[config.mk]
export PLATFORM = sky130hd
export DESIGN_NAME = alert_notify_state_machine
export DESIGN_NICKNAME = d
export VERILOG_FILES = /design/src/design/acn_pkg.sv /design/src/design/acn_rem.sv /design/src/design/acn_dp.sv /design/src/design/acn_ctrl.sv /design/src/design/alert_notify_state_machine.sv
export SDC_FILE = /design/constraint.sdc
export NUM_CORES = 1
export LEC_CHECK = 0
export BUFFER_PORTS_ARGS = -buffer_cell sky130_fd_sc_hd__buf_2
export CELL_PAD_IN_SITES_DETAIL_PLACEMENT = 1
export CELL_PAD_IN_SITES_GLOBAL_PLACEMENT = 1
export CORE_MARGIN = 2
export CORE_UTILIZATION = 43
export DETAILED_ROUTE_END_ITERATION = 16
export GPL_TIMING_DRIVEN = 1
export HOLD_SLACK_MARGIN = 0.02
export PLACE_DENSITY_LB_ADDON = 0.1
export SYNTH_ARGS = -nofsm -noshare
export SYNTH_HDL_FRONTEND = slang
export SYNTH_HIERARCHICAL = 1
export SYNTH_SLANG_ARGS = --single-unit
[constraint.sdc]
create_clock -name clk -period 3.7 [get_ports clk]
set_input_delay 0 -clock clk [delete_from_list [all_inputs] [get_ports clk]]
set_output_delay 0 -clock clk [all_outputs]
set_load 0.02 [all_outputs]
[src/design/acn_pkg.sv]
// acn_pkg: shared types and constants for the alert notification block.
// Holds service state codes, config register indexes, controller states
// and the command/status structs between controller and datapath.
package acn_pkg;

	localparam int unsigned REG_BITS   = 16;
	localparam int unsigned INDEX_BITS = 3;
	localparam int unsigned IN_BITS    = 40;
	localparam int unsigned OUT_BITS   = 24;

	// service state encoding
	localparam logic [1:0] SVC_OK       = 2'd0;
	localparam logic [1:0] SVC_WARNING  = 2'd1;
	localparam logic [1:0] SVC_CRITICAL = 2'd2;

	// configuration register indexes
	localparam logic [INDEX_BITS-1:0] REG_HOLD_COUNT  = 3'd0;
	localparam logic [INDEX_BITS-1:0] REG_RENOTIFY    = 3'd1;
	localparam logic [INDEX_BITS-1:0] REG_ESCALATE    = 3'd2;
	localparam logic [INDEX_BITS-1:0] REG_PASSIVE_TMO = 3'd3;
	localparam logic [INDEX_BITS-1:0] REG_ACK_ENABLED = 3'd4;

	typedef enum logic [2:0] {
		CS_IDLE,
		CS_START_R,
		CS_WAIT_R,
		CS_START_E,
		CS_WAIT_E,
		CS_DONE
	} ctrl_state_t;

	typedef struct packed {
		logic load;       // take the input word
		logic div_start;  // kick the remainder unit
		logic div_esc;    // 0: renotify interval, 1: escalation interval
		logic finish;     // commit state and load the output word
	} dp_cmd_t;

	typedef struct packed {
		logic div_done;
		logic out_free;
	} dp_status_t;

endpackage

[src/design/acn_rem.sv]
// acn_rem: bit-serial restoring remainder unit, one dividend bit a cycle.
// Uses acn_pkg for the divisor width.
module acn_rem #(
	parameter int unsigned DIVIDEND_BITS = 16
) (
	input  logic                               clk,
	input  logic                               arst_n,
	input  logic                               start,
	input  logic [DIVIDEND_BITS-1:0]           dividend,
	input  logic [acn_pkg::REG_BITS-1:0]       divisor,
	output logic                               done,
	output logic [acn_pkg::REG_BITS-1:0]       remainder
);

	localparam int unsigned CW = $clog2(DIVIDEND_BITS + 1);
	localparam int unsigned RW = acn_pkg::REG_BITS;

	logic [DIVIDEND_BITS-1:0] dvd_q;
	logic [RW-1:0]            dsr_q;
	logic [RW-1:0]            rem_q;
	logic [CW-1:0]            step_q;
	logic                     done_q;
	logic [RW:0]              trial;
	logic [RW-1:0]            rem_next;

	always_comb begin
		trial = {rem_q, dvd_q[DIVIDEND_BITS-1]};
		if (trial >= {1'b0, dsr_q}) begin
			rem_next = RW'(trial - {1'b0, dsr_q});
		end else begin
			rem_next = trial[RW-1:0];
		end
	end

	always_ff @(posedge clk or negedge arst_n) begin
		if (!arst_n) begin
			step_q <= '0;
			done_q <= 1'b0;
		end else begin
			done_q <= (step_q == CW'(1));
			if (start) begin
				step_q <= CW'(DIVIDEND_BITS);
			end else if (step_q != '0) begin
				step_q <= step_q - CW'(1);
			end
		end
	end

	always_ff @(posedge clk) begin
		if (start) begin
			dvd_q <= dividend;
			dsr_q <= divisor;
			rem_q <= '0;
		end else if (step_q != '0) begin
			dvd_q <= dvd_q << 1;
			rem_q <= rem_next;
		end
	end

	assign done      = done_q;
	assign remainder = rem_q;

endmodule

[src/design/acn_dp.sv]
// acn_dp: datapath - config registers, passive timeout rule, hold counter,
// announce/recovery/ack flags and the output word. Uses acn_pkg, acn_rem.
module acn_dp #(
	parameter int unsigned COUNT_BITS = 16
) (
	input  logic                               clk,
	input  logic                               arst_n,
	input  logic                               cfg_wr_en,
	input  logic [acn_pkg::INDEX_BITS-1:0]     cfg_index,
	input  logic [acn_pkg::REG_BITS-1:0]       cfg_data,
	input  logic [acn_pkg::IN_BITS-1:0]        s_tdata,
	input  logic                               s_tuser,
	output logic                               m_tvalid,
	input  logic                               m_tready,
	output logic [acn_pkg::OUT_BITS-1:0]       m_tdata,
	input  acn_pkg::dp_cmd_t                   cmd,
	output acn_pkg::dp_status_t                sts
);

	localparam int unsigned RW    = acn_pkg::REG_BITS;
	localparam int unsigned CMP_W = (COUNT_BITS > RW) ? COUNT_BITS : RW;
	localparam int unsigned OUT_BITS_L = acn_pkg::OUT_BITS;

	logic [RW-1:0]         hold_q, renotify_q, escalate_q, timeout_q;
	logic                  ack_en_q;
	logic [1:0]            prev_q, ann_q, eff_q;
	logic                  changed_q, rec_q, ack_q, hit_r_q, hit_e_q, out_valid_q;
	logic [COUNT_BITS-1:0] cnt_q;
	logic [OUT_BITS_L-1:0] out_q;

	logic [1:0]            meas;
	logic [31:0]           idle;
	logic [1:0]            eff_in;
	logic                  div_done;
	logic [RW-1:0]         rem;
	logic [RW-1:0]         divisor;
	logic [CMP_W-1:0]      cnt_ext, hold_ext;
	logic                  eq, held, crit, note, renote, esc;
	logic                  rec_next, ack_next;
	logic [1:0]            ann_next;

	assign meas = s_tdata[1:0];
	assign idle = s_tdata[33:2];

	// passive silence: warning at the timeout, critical at twice it
	always_comb begin
		eff_in = meas;
		if (s_tuser && timeout_q != '0 && idle >= 32'(timeout_q)) begin
			if ({1'b0, idle} >= 33'({timeout_q, 1'b0})) begin
				eff_in = acn_pkg::SVC_CRITICAL;
			end else begin
				eff_in = acn_pkg::SVC_WARNING;
			end
		end
	end

	assign divisor = cmd.div_esc ? escalate_q : renotify_q;

	acn_rem #(
		.DIVIDEND_BITS(COUNT_BITS)
	) u_rem (
		.clk       (clk),
		.arst_n    (arst_n),
		.start     (cmd.div_start),
		.dividend  (cnt_q),
		.divisor   (divisor),
		.done      (div_done),
		.remainder (rem)
	);

	always_comb begin
		cnt_ext  = CMP_W'(cnt_q);
		hold_ext = CMP_W'(hold_q);
		eq       = (cnt_ext == hold_ext);
		held     = (cnt_ext >= hold_ext);
		crit     = (eff_q == acn_pkg::SVC_CRITICAL);
		note     = eq && (eff_q != ann_q);
		renote   = held && crit && hit_r_q;
		esc      = held && crit && hit_e_q;
		rec_next = rec_q;
		ack_next = ack_q;
		ann_next = ann_q;
		if (note) begin
			ann_next = eff_q;
			if (crit) begin
				rec_next = 1'b1;
			end else if (eff_q == acn_pkg::SVC_OK) begin
				rec_next = 1'b0;
			end
			if (ack_en_q && crit) begin
				ack_next = 1'b1;
			end
		end
		if (renote) begin
			ann_next = eff_q;
		end
	end

	// config registers
	always_ff @(posedge clk or negedge arst_n) begin
		if (!arst_n) begin
			hold_q     <= '0;
			renotify_q <= '0;
			escalate_q <= '0;
			timeout_q  <= '0;
			ack_en_q   <= 1'b0;
		end else if (cfg_wr_en) begin
			case (cfg_index)
				acn_pkg::REG_HOLD_COUNT:  hold_q     <= cfg_data;
				acn_pkg::REG_RENOTIFY:    renotify_q <= cfg_data;
				acn_pkg::REG_ESCALATE:    escalate_q <= cfg_data;
				acn_pkg::REG_PASSIVE_TMO: timeout_q  <= cfg_data;
				acn_pkg::REG_ACK_ENABLED: ack_en_q   <= cfg_data[0];
				default: ;
			endcase
		end
	end

	// service state
	always_ff @(posedge clk or negedge arst_n) begin
		if (!arst_n) begin
			prev_q      <= acn_pkg::SVC_OK;
			ann_q       <= acn_pkg::SVC_OK;
			cnt_q       <= '0;
			rec_q       <= 1'b0;
			ack_q       <= 1'b0;
			out_valid_q <= 1'b0;
		end else begin
			if (cmd.load && eff_in != prev_q) begin
				cnt_q  <= '0;
				prev_q <= eff_in;
			end else if (cmd.finish && cnt_q != '1) begin
				cnt_q <= cnt_q + COUNT_BITS'(1);
			end
			if (cmd.finish) begin
				ann_q       <= ann_next;
				rec_q       <= rec_next;
				ack_q       <= ack_next;
				out_valid_q <= 1'b1;
			end else if (m_tready) begin
				out_valid_q <= 1'b0;
			end
		end
	end

	// per-word payload
	always_ff @(posedge clk) begin
		if (cmd.load) begin
			eff_q     <= eff_in;
			changed_q <= (eff_in != prev_q);
		end
		if (div_done && !cmd.div_esc) begin
			hit_r_q <= (rem == '0) && (renotify_q != '0);
		end
		if (div_done && cmd.div_esc) begin
			hit_e_q <= (rem == '0) && (escalate_q != '0);
		end
		if (cmd.finish) begin
			out_q <= {cnt_ext[15:0], ack_next, rec_next, esc, renote, note,
				changed_q, eff_q};
		end
	end

	assign m_tvalid     = out_valid_q;
	assign m_tdata      = out_q;
	assign sts.div_done = div_done;
	assign sts.out_free = !out_valid_q || m_tready;

`ifndef ASSERT_OFF
	a_finish_valid: assert property (@(posedge clk) disable iff (!arst_n)
		cmd.finish |=> m_tvalid)
		else $error("output word not raised after finish");
	a_restart: assert property (@(posedge clk) disable iff (!arst_n)
		(cmd.load && eff_in != prev_q) |=> (cnt_q == '0 && changed_q))
		else $error("hold counter not restarted on state change");
	a_sat: assert property (@(posedge clk) disable iff (!arst_n)
		(cmd.finish && !cmd.load && cnt_q == '1) |=> cnt_q == '1)
		else $error("hold counter wrapped");
`endif

endmodule

[src/design/acn_ctrl.sv]
// acn_ctrl: controller state machine sequencing input take, two remainder
// runs and the commit of each word. Uses acn_pkg types.
module acn_ctrl (
	input  logic                 clk,
	input  logic                 arst_n,
	input  logic                 s_tvalid,
	output logic                 s_tready,
	input  acn_pkg::dp_status_t  sts,
	output acn_pkg::dp_cmd_t     cmd
);

	acn_pkg::ctrl_state_t state_q, state_next;

	always_ff @(posedge clk or negedge arst_n) begin
		if (!arst_n) begin
			state_q <= acn_pkg::CS_IDLE;
		end else begin
			state_q <= state_next;
		end
	end

	always_comb begin
		state_next = state_q;
		case (state_q)
			acn_pkg::CS_IDLE:    if (s_tvalid) state_next = acn_pkg::CS_START_R;
			acn_pkg::CS_START_R: state_next = acn_pkg::CS_WAIT_R;
			acn_pkg::CS_WAIT_R:  if (sts.div_done) state_next = acn_pkg::CS_START_E;
			acn_pkg::CS_START_E: state_next = acn_pkg::CS_WAIT_E;
			acn_pkg::CS_WAIT_E:  if (sts.div_done) state_next = acn_pkg::CS_DONE;
			acn_pkg::CS_DONE:    if (sts.out_free) state_next = acn_pkg::CS_IDLE;
			default:             state_next = acn_pkg::CS_IDLE;
		endcase
	end

	always_comb begin
		s_tready      = 1'b0;
		cmd.load      = 1'b0;
		cmd.div_start = 1'b0;
		cmd.div_esc   = 1'b0;
		cmd.finish    = 1'b0;
		case (state_q)
			acn_pkg::CS_IDLE: begin
				s_tready = 1'b1;
				cmd.load = s_tvalid;
			end
			acn_pkg::CS_START_R: cmd.div_start = 1'b1;
			acn_pkg::CS_WAIT_R:  ;
			acn_pkg::CS_START_E: begin
				cmd.div_start = 1'b1;
				cmd.div_esc   = 1'b1;
			end
			acn_pkg::CS_WAIT_E:  cmd.div_esc = 1'b1;
			acn_pkg::CS_DONE:    cmd.finish = sts.out_free;
			default:             ;
		endcase
	end

`ifndef ASSERT_OFF
	a_take: assert property (@(posedge clk) disable iff (!arst_n)
		(s_tvalid && s_tready) |=> state_q == acn_pkg::CS_START_R)
		else $error("word taken without starting the remainder run");
	a_fin_free: assert property (@(posedge clk) disable iff (!arst_n)
		cmd.finish |-> sts.out_free)
		else $error("commit while output word still held");
	a_start_wait: assert property (@(posedge clk) disable iff (!arst_n)
		cmd.div_start |=> (state_q == acn_pkg::CS_WAIT_R || state_q == acn_pkg::CS_WAIT_E))
		else $error("remainder run started without waiting for it");
`endif

endmodule

[src/design/alert_notify_state_machine.sv]
// alert_notify_state_machine: top level; controller plus datapath.
// Each input word passes through two runs of the bit-serial remainder unit
// (renotify interval, then escalation interval) before its output word is loaded.
// Words are taken one at a time; a new word is taken
// while the previous result still waits in the output register.
// Reset (arst_n, async, active low) clears config, service state and handshakes.
module alert_notify_state_machine #(
	parameter int unsigned COUNT_BITS = 16
) (
	input  logic                           clk,
	input  logic                           arst_n,
	input  logic                           cfg_wr_en,
	input  logic [acn_pkg::INDEX_BITS-1:0] cfg_index,
	input  logic [acn_pkg::REG_BITS-1:0]   cfg_data,
	input  logic                           s_tvalid,
	output logic                           s_tready,
	// [1:0] measured_state, [33:2] idle_seconds, [39:34] zero
	input  logic [acn_pkg::IN_BITS-1:0]    s_tdata,
	// [0] is_passive
	input  logic                           s_tuser,
	output logic                           m_tvalid,
	input  logic                           m_tready,
	// [1:0] effective_state, [2] state_changed, [3] notify, [4] renotify,
	// [5] escalate, [6] recovery_pending, [7] ack_pending, [23:8] hold_counter
	output logic [acn_pkg::OUT_BITS-1:0]   m_tdata
);

	acn_pkg::dp_cmd_t    cmd;
	acn_pkg::dp_status_t sts;

	acn_ctrl u_ctrl (
		.clk      (clk),
		.arst_n   (arst_n),
		.s_tvalid (s_tvalid),
		.s_tready (s_tready),
		.sts      (sts),
		.cmd      (cmd)
	);

	acn_dp #(
		.COUNT_BITS(COUNT_BITS)
	) u_dp (
		.clk       (clk),
		.arst_n    (arst_n),
		.cfg_wr_en (cfg_wr_en),
		.cfg_index (cfg_index),
		.cfg_data  (cfg_data),
		.s_tdata   (s_tdata),
		.s_tuser   (s_tuser),
		.m_tvalid  (m_tvalid),
		.m_tready  (m_tready),
		.m_tdata   (m_tdata),
		.cmd       (cmd),
		.sts       (sts)
	);

endmodule

==> key figures, run 1 <==
Global route
  • Largest net degree at the start of global routing: 50
  • Initial antenna violation count: 0
  • Total track usage: 0.225
  • Grt ovf: 0
  • First-pass GRT wire length: 42,200 µm
  • Vias in the first global route: 7,896

STA
  • Rel. slew slack: 0.388
  • Period utilization: 0.772
  • Number of max-slew violations in the final report: 0
  • Final min period: 2.86 ns
  • Worst slew pin tran: 0.918 ns
  • Setup TNS: 0 ns
  • Final hold slack: 0.120 ns
  • RSZ-0062 raised after global routing: false
  • Max Freq: 0.350 GHz
  • Endpoints failing hold: 0
  • Setup Skew: 0.0177 ns
  • Finish-stage setup viols: 0

Pwr
  • Overall Power: 8.14 mW
  • VDD IR max: 0.333 mV
  • Power per Cell Area: 722 nW/µm²
  • Leakage: 4.98 nW

Detailed routing
  • DR vias: 7,242
  • Post-route antenna net violation count: 0
  • Post-DR wirelength/cell: 20.5 µm
  • Detailed Route Iter0 Violations: 384
  • Vias per cell: 5.73
  • DRT Pass-1 Iters: 5
  • Drc violations: 0
  • Final WL: 25,900 µm

Critical path
  • Setup crit start: u_dp/u_rem/dvd_q[15]
  • Required time of the critical path: 4.07 ns
  • CP max FO: 5
  • CP Class: flip-flop to flip-flop
  • Critical path endpoint category: flip-flop
  • Crit path to: u_dp/u_rem/remainder[14]
  • Crit-path most repeated cell: inv_1
  • CP max-delay cell: a221oi_2
  • Crit-path leading delay family: compound AO/OA/AOI/OAI gates
  • CP Launch Type: flip-flop
  • Reg2reg setup slack: 0.84 ns
  • Critical Path Stages: 10
  • Critical path data arrival time: 3.22 ns
  • WP buf/inv: 2
  • FF-to-FF path depth: 10
  • CP Cell Sequence: inv_1 > ha_1 > inv_1 > fa_1 > a21o_1 > a221oi_2 > o211ai_1 > a2111oi_0 > nor3_1 > a21oi_1
  • Reg2reg start: u_dp/u_rem/dvd_q[15]
  • Largest stage delay on the critical path: 0.47 ns
  • R2R Path End: u_dp/u_rem/remainder[14]

Placement
  • Buffers on Ports: 84
  • Gpl congestion: 0.928
  • Post-DP HPWL: 19,000 µm

Synthesis
  • Ys flop type: dfrtp_1
  • Cell variety after synth: 84
  • Post-synth EDFFs: 61
  • Post-synthesis simple-gate area fraction: 0.147
  • Complex-gate fraction of the synthesized area: 0.118
  • Top post-synthesis cells by area: dfrtp_1, edfxtp_1, mux2_2
  • Syn Nets: 994
  • Post-synth top area cell: dfrtp_1
  • YS warnings: 6
  • Most numerous cell in the Yosys netlist: dfrtp_1
  • Post-synth ARST share: 0.557
  • Synthesized area per cell: 11.4 µm²
  • Gate count of the mapped netlist: 860
  • Yosys reg bits: 174
  • Largest family of logic cells by synthesized area: simple AND/OR/NAND/NOR gates
  • Post-Synth Adder-Cell Area: 0.0890
  • Post-synth top area share: 0.248
  • Sequential element share of the synthesized area: 0.468
  • Post-Synth XOR/XNOR Area: 0.0224
  • Synthesized area: 9780 µm²
  • Mux cell area share after synthesis: 0.105
  • Synth top cells by count: dfrtp_1, mux2_2, ha_1

Floorplanning
  • I/O pin total: 91
  • Die height: 155 µm
  • Core ar.: 22,500 µm²
  • Die area: 24,000 µm²
  • Die X: 155 µm
  • Initial cell density of the core: 0.435
  • FP Rows: 55

CTS
  • Worst-path clk slew: 0.08 ns
  • Clock latency on the worst-skew pair: 0.44 ns
  • CTS max path bufs: 2
  • CTS root buffer: clkbuf_16
  • Max H-tree Level: 4
  • CTS tree: done
  • CTS Sinks: 174
  • CTS Buf Count: 17

Status
  • Status: complete, no violations

Layout
  • Share of layout cells above drive strength 1: 0.253
  • Layout area overhead: 15.2%
  • Core Util, Final: 0.501
  • Ant diodes: 0
  • Nets: 1,099

Job
  • Max-cap viol count: 0

Worst hold path
  • Min-delay worst type: input pin to flip-flop
## per-stage QoR
stage / setup WS (ns) / instance area, µm² / instances
4_1_cts: 0.877 / 11300 / 1263
3_3_place_gp: 0.990 / 10400 / 1205
5_1_grt: 0.566 / 11300 / 1263
3_5_place_dp: 0.888 / 10400 / 1205
2_1_floorplan: 1.08 / 9780 / 860
6_report: 0.844 / 11300 / 1263
## placed cells by master, fill, tap and decap left out, types with 9 or more instances in the layout
cell type      netlist  layout
a21o_1              15      15
a21oi_1             35      35
and2_1               9       9
buf_2                1      83
buf_4                2      10
clkbuf_16            0      19
dfrtp_1             97      97
dfxtp_1             16      16
dlygate4sd3_1        0      26
edfxtp_1            61      61
ha_1                68      68
inv_1               63      63
mux2_2              84      84
nand2_1             43      43
nand2b_1             9       9
nand3_1             22      22
nand4_1             18      18
nor2_1              45      45
nor2b_1              9       9
nor3_1              22      22
nor3_2              10      10
nor4_1              18      18
o21ai_0             32      32
xnor2_1             13      13
xor2_1              12      12
## worst min-delay path by stage
| stage | startpoint | end | slack [ns] | cells after the start |
|---|---|---|---|---|
| 4_1_cts | s_tuser | u_dp/changed_q | 0.11 | 4 |
| 3_3_place_gp | arst_n | u_dp/cnt_ext[11] | -0.13 | 1 |
| 3_5_place_dp | arst_n | u_dp/cnt_ext[6] | -0.13 | 1 |
| 6_report | s_tuser | u_dp/changed_q | 0.12 | 4 |
| 2_1_floorplan | arst_n | u_ctrl/state_q[0] | -0.30 | 0 |
| 5_1_grt | s_tuser | u_dp/eff_q[0] | 0.13 | 4 |
## cell families (layout without fill, tap and decap cells)
kind of cell,after synthesis,after routing
AO/OA/AOI/OAI,158,158
XOR/XNOR,25,25
adder cells (fa/ha/maj),69,69
buffers and inverters,96,214
flip-flops,174,174
multiplexers,91,91
AND/OR/NAND/NOR,247,247
## sequential cells by signal, summed over array words and instances (netlist names), 2 cells and up
register              count
u_dp/renotify_q          16
u_dp/prev_q               2
u_dp/u_rem/step_q         5
u_dp/eff_q                2
u_ctrl/state_q            3
u_dp/u_rem/dvd_q         16
u_dp/hold_ext            16
u_dp/escalate_q          16
u_dp/u_rem/remainder     16
u_dp/m_tdata             24
u_dp/u_rem/dsr_q         16
u_dp/ann_q                2
u_dp/timeout_q           16
u_dp/cnt_ext             16
## final cells by class
type,instances,area [µm²]
timing repair buffer,119,751
fill,2439,11200
clock inverter,13,159
sequential,174,4580
inverter,63,236
tap,285,357
clock buffer,19,475
multi-input combinational,590,4720
## worst reg2reg max path: cells and delay by family (launching register included)
kind | cells | cell delay, ns
AOI/OAI and AO/OA | 5 | 1.55
adders and majority gates | 2 | 0.57
buffers and inverters | 2 | 0.14
DFF | 1 | 0.40
and+or+nand+nor | 1 | 0.14
## where the power goes
group / internal [mW] / switching [mW] / total (mW)
sequential: 2.54 / 0.355 / 2.89
clock: 0.991 / 0.874 / 1.87
combinational: 1.41 / 1.97 / 3.38
total: 4.93 / 3.20 / 8.14
## repair_timing
item,4_1_cts,5_1_grt
setup buffers,0,0
endpoints found under the hold margin,167,0
gates resized for setup,0,0
hold buffers,26,0
## metal layers
| layer | routed length [µm] | vias up | global-route usage |
|---|---|---|---|
| li1 | - | 3385 | - |
| met1 | 11700 | 3703 | 0.288 |
| met2 | 13200 | 134 | 0.399 |
| met3 | 647 | 20 | 0.0356 |
| met4 | 335 | 0 | 0.0538 |
| met5 | 0 | - | 0 |
Power figures use the tool's default switching activity.
==> run 2, diff against run 1 <==
Clock period 3.7 ns to 2.5 ns, I/O delays scaled along.
==> run 2 against run 1 <==
- register-to-register slack worse by 0.84 ns
- largest cell class unchanged
- utilization rose by 4.2 points
- critical path type unchanged
- die area is the same
- the run now ends with setup timing left
- highest routed layer unchanged
==> key figures, run 2 (synthesis gave the netlist of run 1 again) <==
Pwr
  • Clock power frac: 0.208
  • Switching fraction of total power: 0.386
  • VDD IR max: 0.448 mV
  • Comb power frac: 0.459
  • Sw power: 4.98 mW
  • Power per Cell Area: 1060 nW/µm²
  • Leakage: 5.38 nW
  • Pint: 7.92 mW
  • Overall Power: 12.9 mW
  • Flop pwr share: 0.332

Floorplanning
  • Die height: 155 µm
  • FP Rows: 55
  • Die X: 155 µm
  • I/O pin total: 91
  • Initial cell density of the core: 0.435
  • Die area: 24,000 µm²
  • Core ar.: 22,500 µm²

Layout
  • Final cell count without fillers: 1,342
  • Layout area overhead: 24.8%
  • Fillers: 2,365
  • Most common cell after layout, fill and taps aside: dfrtp_1
  • Max FFs per register: 24
  • Post-route cell area: 12,200 µm²
  • Nets: 1,178
  • Ant diodes: 0
  • Most frequent cells in the layout: dfrtp_1, mux2_2, buf_4, buf_2, edfxtp_1
  • Share of layout cells above drive strength 1: 0.351

Detailed routing
  • DRT Pass-1 Iters: 5
  • Post-route antenna net violation count: 0
  • Drc violations: 0
  • Final WL: 27,800 µm
  • Detailed Route Iter0 Violations: 405
  • DR vias: 7,539
  • Post-DR wirelength/cell: 20.8 µm
  • Vias per cell: 5.62

Critical path
  • CP Launch Type: flip-flop
  • CP Class: flip-flop to flip-flop
  • CP max-delay cell: o2111a_2
  • Required time of the critical path: 2.81 ns
  • Critical path endpoint category: flip-flop
  • Largest stage delay on the critical path: 0.43 ns
  • CP max FO: 6
  • Critical path data arrival time: 2.81 ns
  • FF-to-FF path depth: 11
  • CP Cell Sequence: inv_2 > buf_6 > ha_4 > nor2b_4 > o211ai_1 > a21oi_1 > o31ai_2 > a31oi_4 > o2111a_2 > buf_12 > nor3_2

Global route
  • Total track usage: 0.235
  • Grt ovf: 0
  • Largest net degree at the start of global routing: 67
  • First-pass GRT wire length: 44,100 µm
  • Initial antenna violation count: 0
  • Vias in the first global route: 8,104

Status
  • Failing checks: setup timing
  • Status: finished, violations left

STA
  • Number of max-slew violations in the final report: 0
  • Rel. slew slack: 0.385
  • Setup Skew: 0.0176 ns
  • Worst slew pin tran: 0.920 ns
  • Max Freq: 0.400 GHz
  • Final hold slack: 0.147 ns
  • Final min period: 2.50 ns
  • Finish-stage setup viols: 1
  • RSZ-0062 raised after global routing: true
  • Period utilization: 1.00
  • Endpoints failing hold: 0
  • Final WS setup: -0.000236 ns

CTS
  • Max H-tree Level: 4
  • CTS Sinks: 174
  • Clock latency on the worst-skew pair: 0.44 ns
  • CTS tree: done
  • Worst-path clk slew: 0.08 ns
  • CTS Buf Count: 17
  • CTS max path bufs: 2
  • CTS root buffer: clkbuf_16

Placement
  • Post-DP HPWL: 20,400 µm
  • Area after DPL: 10,900 µm²
  • Post-Place Worst Slack: -0.0736 ns
  • Gpl congestion: 0.915
  • Post-Place Cells: 1,271
  • Buffers on Ports: 84

Worst hold path
  • Hold path cells: 4
  • Min-delay worst type: input pin to flip-flop

Job
  • Max-cap viol count: 0
==> run 2: cell types whose count changed in the layout (fill, tap and decap cells not counted), moves of 4 or more <==
cell,change
inv_1,-10
buf_4,+73
nor3_1,-7
clkinv_8,-5
ha_1,-14
inv_2,+10
ha_4,+13
buf_12,+4
nor3_4,+7
==> run 2: worst max-delay path: cells and delay by family, from the launching register on <==
| kind | cells | cell delay, ns |
|---|---|---|
| buffers and inverters | 3 | 0.36 |
| and+or+nand+nor | 2 | 0.18 |
| adders and majority gates | 1 | 0.26 |
| DFF | 1 | 0.38 |
| AOI/OAI and AO/OA | 5 | 1.20 |
==> run 2: path summary, 6_finish.rpt <==
check                                       start                to  slack, ns
worst min-delay path                      s_tuser    u_dp/changed_q       0.15
worst max register to register  u_dp/timeout_q[1]  u_dp/cnt_ext[13]    -0.0002
min in group asynchronous                  arst_n   u_dp/cnt_ext[8]       0.24
worst max-delay path            u_dp/timeout_q[1]  u_dp/cnt_ext[13]    -0.0002
max in group asynchronous                  arst_n   u_dp/cnt_ext[9]       1.40
worst min register to register     u_dp/changed_q   u_dp/m_tdata[2]       0.45
==> run 2: repair_timing <==
action / CTS / global route
gates cloned: 0 / 1
endpoints found under the hold margin: 134 / 0
setup buffers: 4 / 9
hold buffers: 25 / 0
pin swaps: 5 / 28
endpoints found under the setup margin: 19 / 33
resized for setup: 7 / 54
==> run 2: per-stage QoR <==
| stage | TNS [ns] | util |
|---|---|---|
| 2_1_floorplan | 0 | - |
| 3_3_place_gp | 0 | 0.486 |
| 3_5_place_dp | -0.694 | 0.486 |
| 4_1_cts | -0.00826 | 0.525 |
| 5_1_grt | -1.48 | 0.543 |
| 6_report | -0.000236 | 0.543 |
==> run 2: per-layer routing <==
layer	wire length, µm	vias to the layer above	track usage
met5	0	-	0
met2	14000	175	0.408
met4	500	0	0.0635
met1	12500	3779	0.308
met3	855	36	0.0364
li1	-	3549	-
==> run 2: layout make-up <==
| type | count | area [µm²] | share of cell area |
|---|---|---|---|
| flip-flops and latches | 174 | 4580 | 0.375 |
| multi-input cells | 590 | 5040 | 0.413 |
| repair buffers | 198 | 1420 | 0.116 |
| clock inverters | 13 | 144 | 0.0118 |
| clock buffers | 19 | 443 | 0.0363 |
| well taps | 285 | 357 | 0.0292 |
| inverters | 63 | 236 | 0.0194 |
==> run 2: power by group through the flow <==
stage	clock, mW	combinational (mW)	sequential (mW)
2_1_floorplan	0	3.88	4.13
3_3_place_gp	0	5.17	4.27
3_5_place_dp	0	5.44	4.32
4_1_cts	2.75	5.61	4.27
5_1_grt	2.86	6.49	4.37
6_report	2.69	5.92	4.29
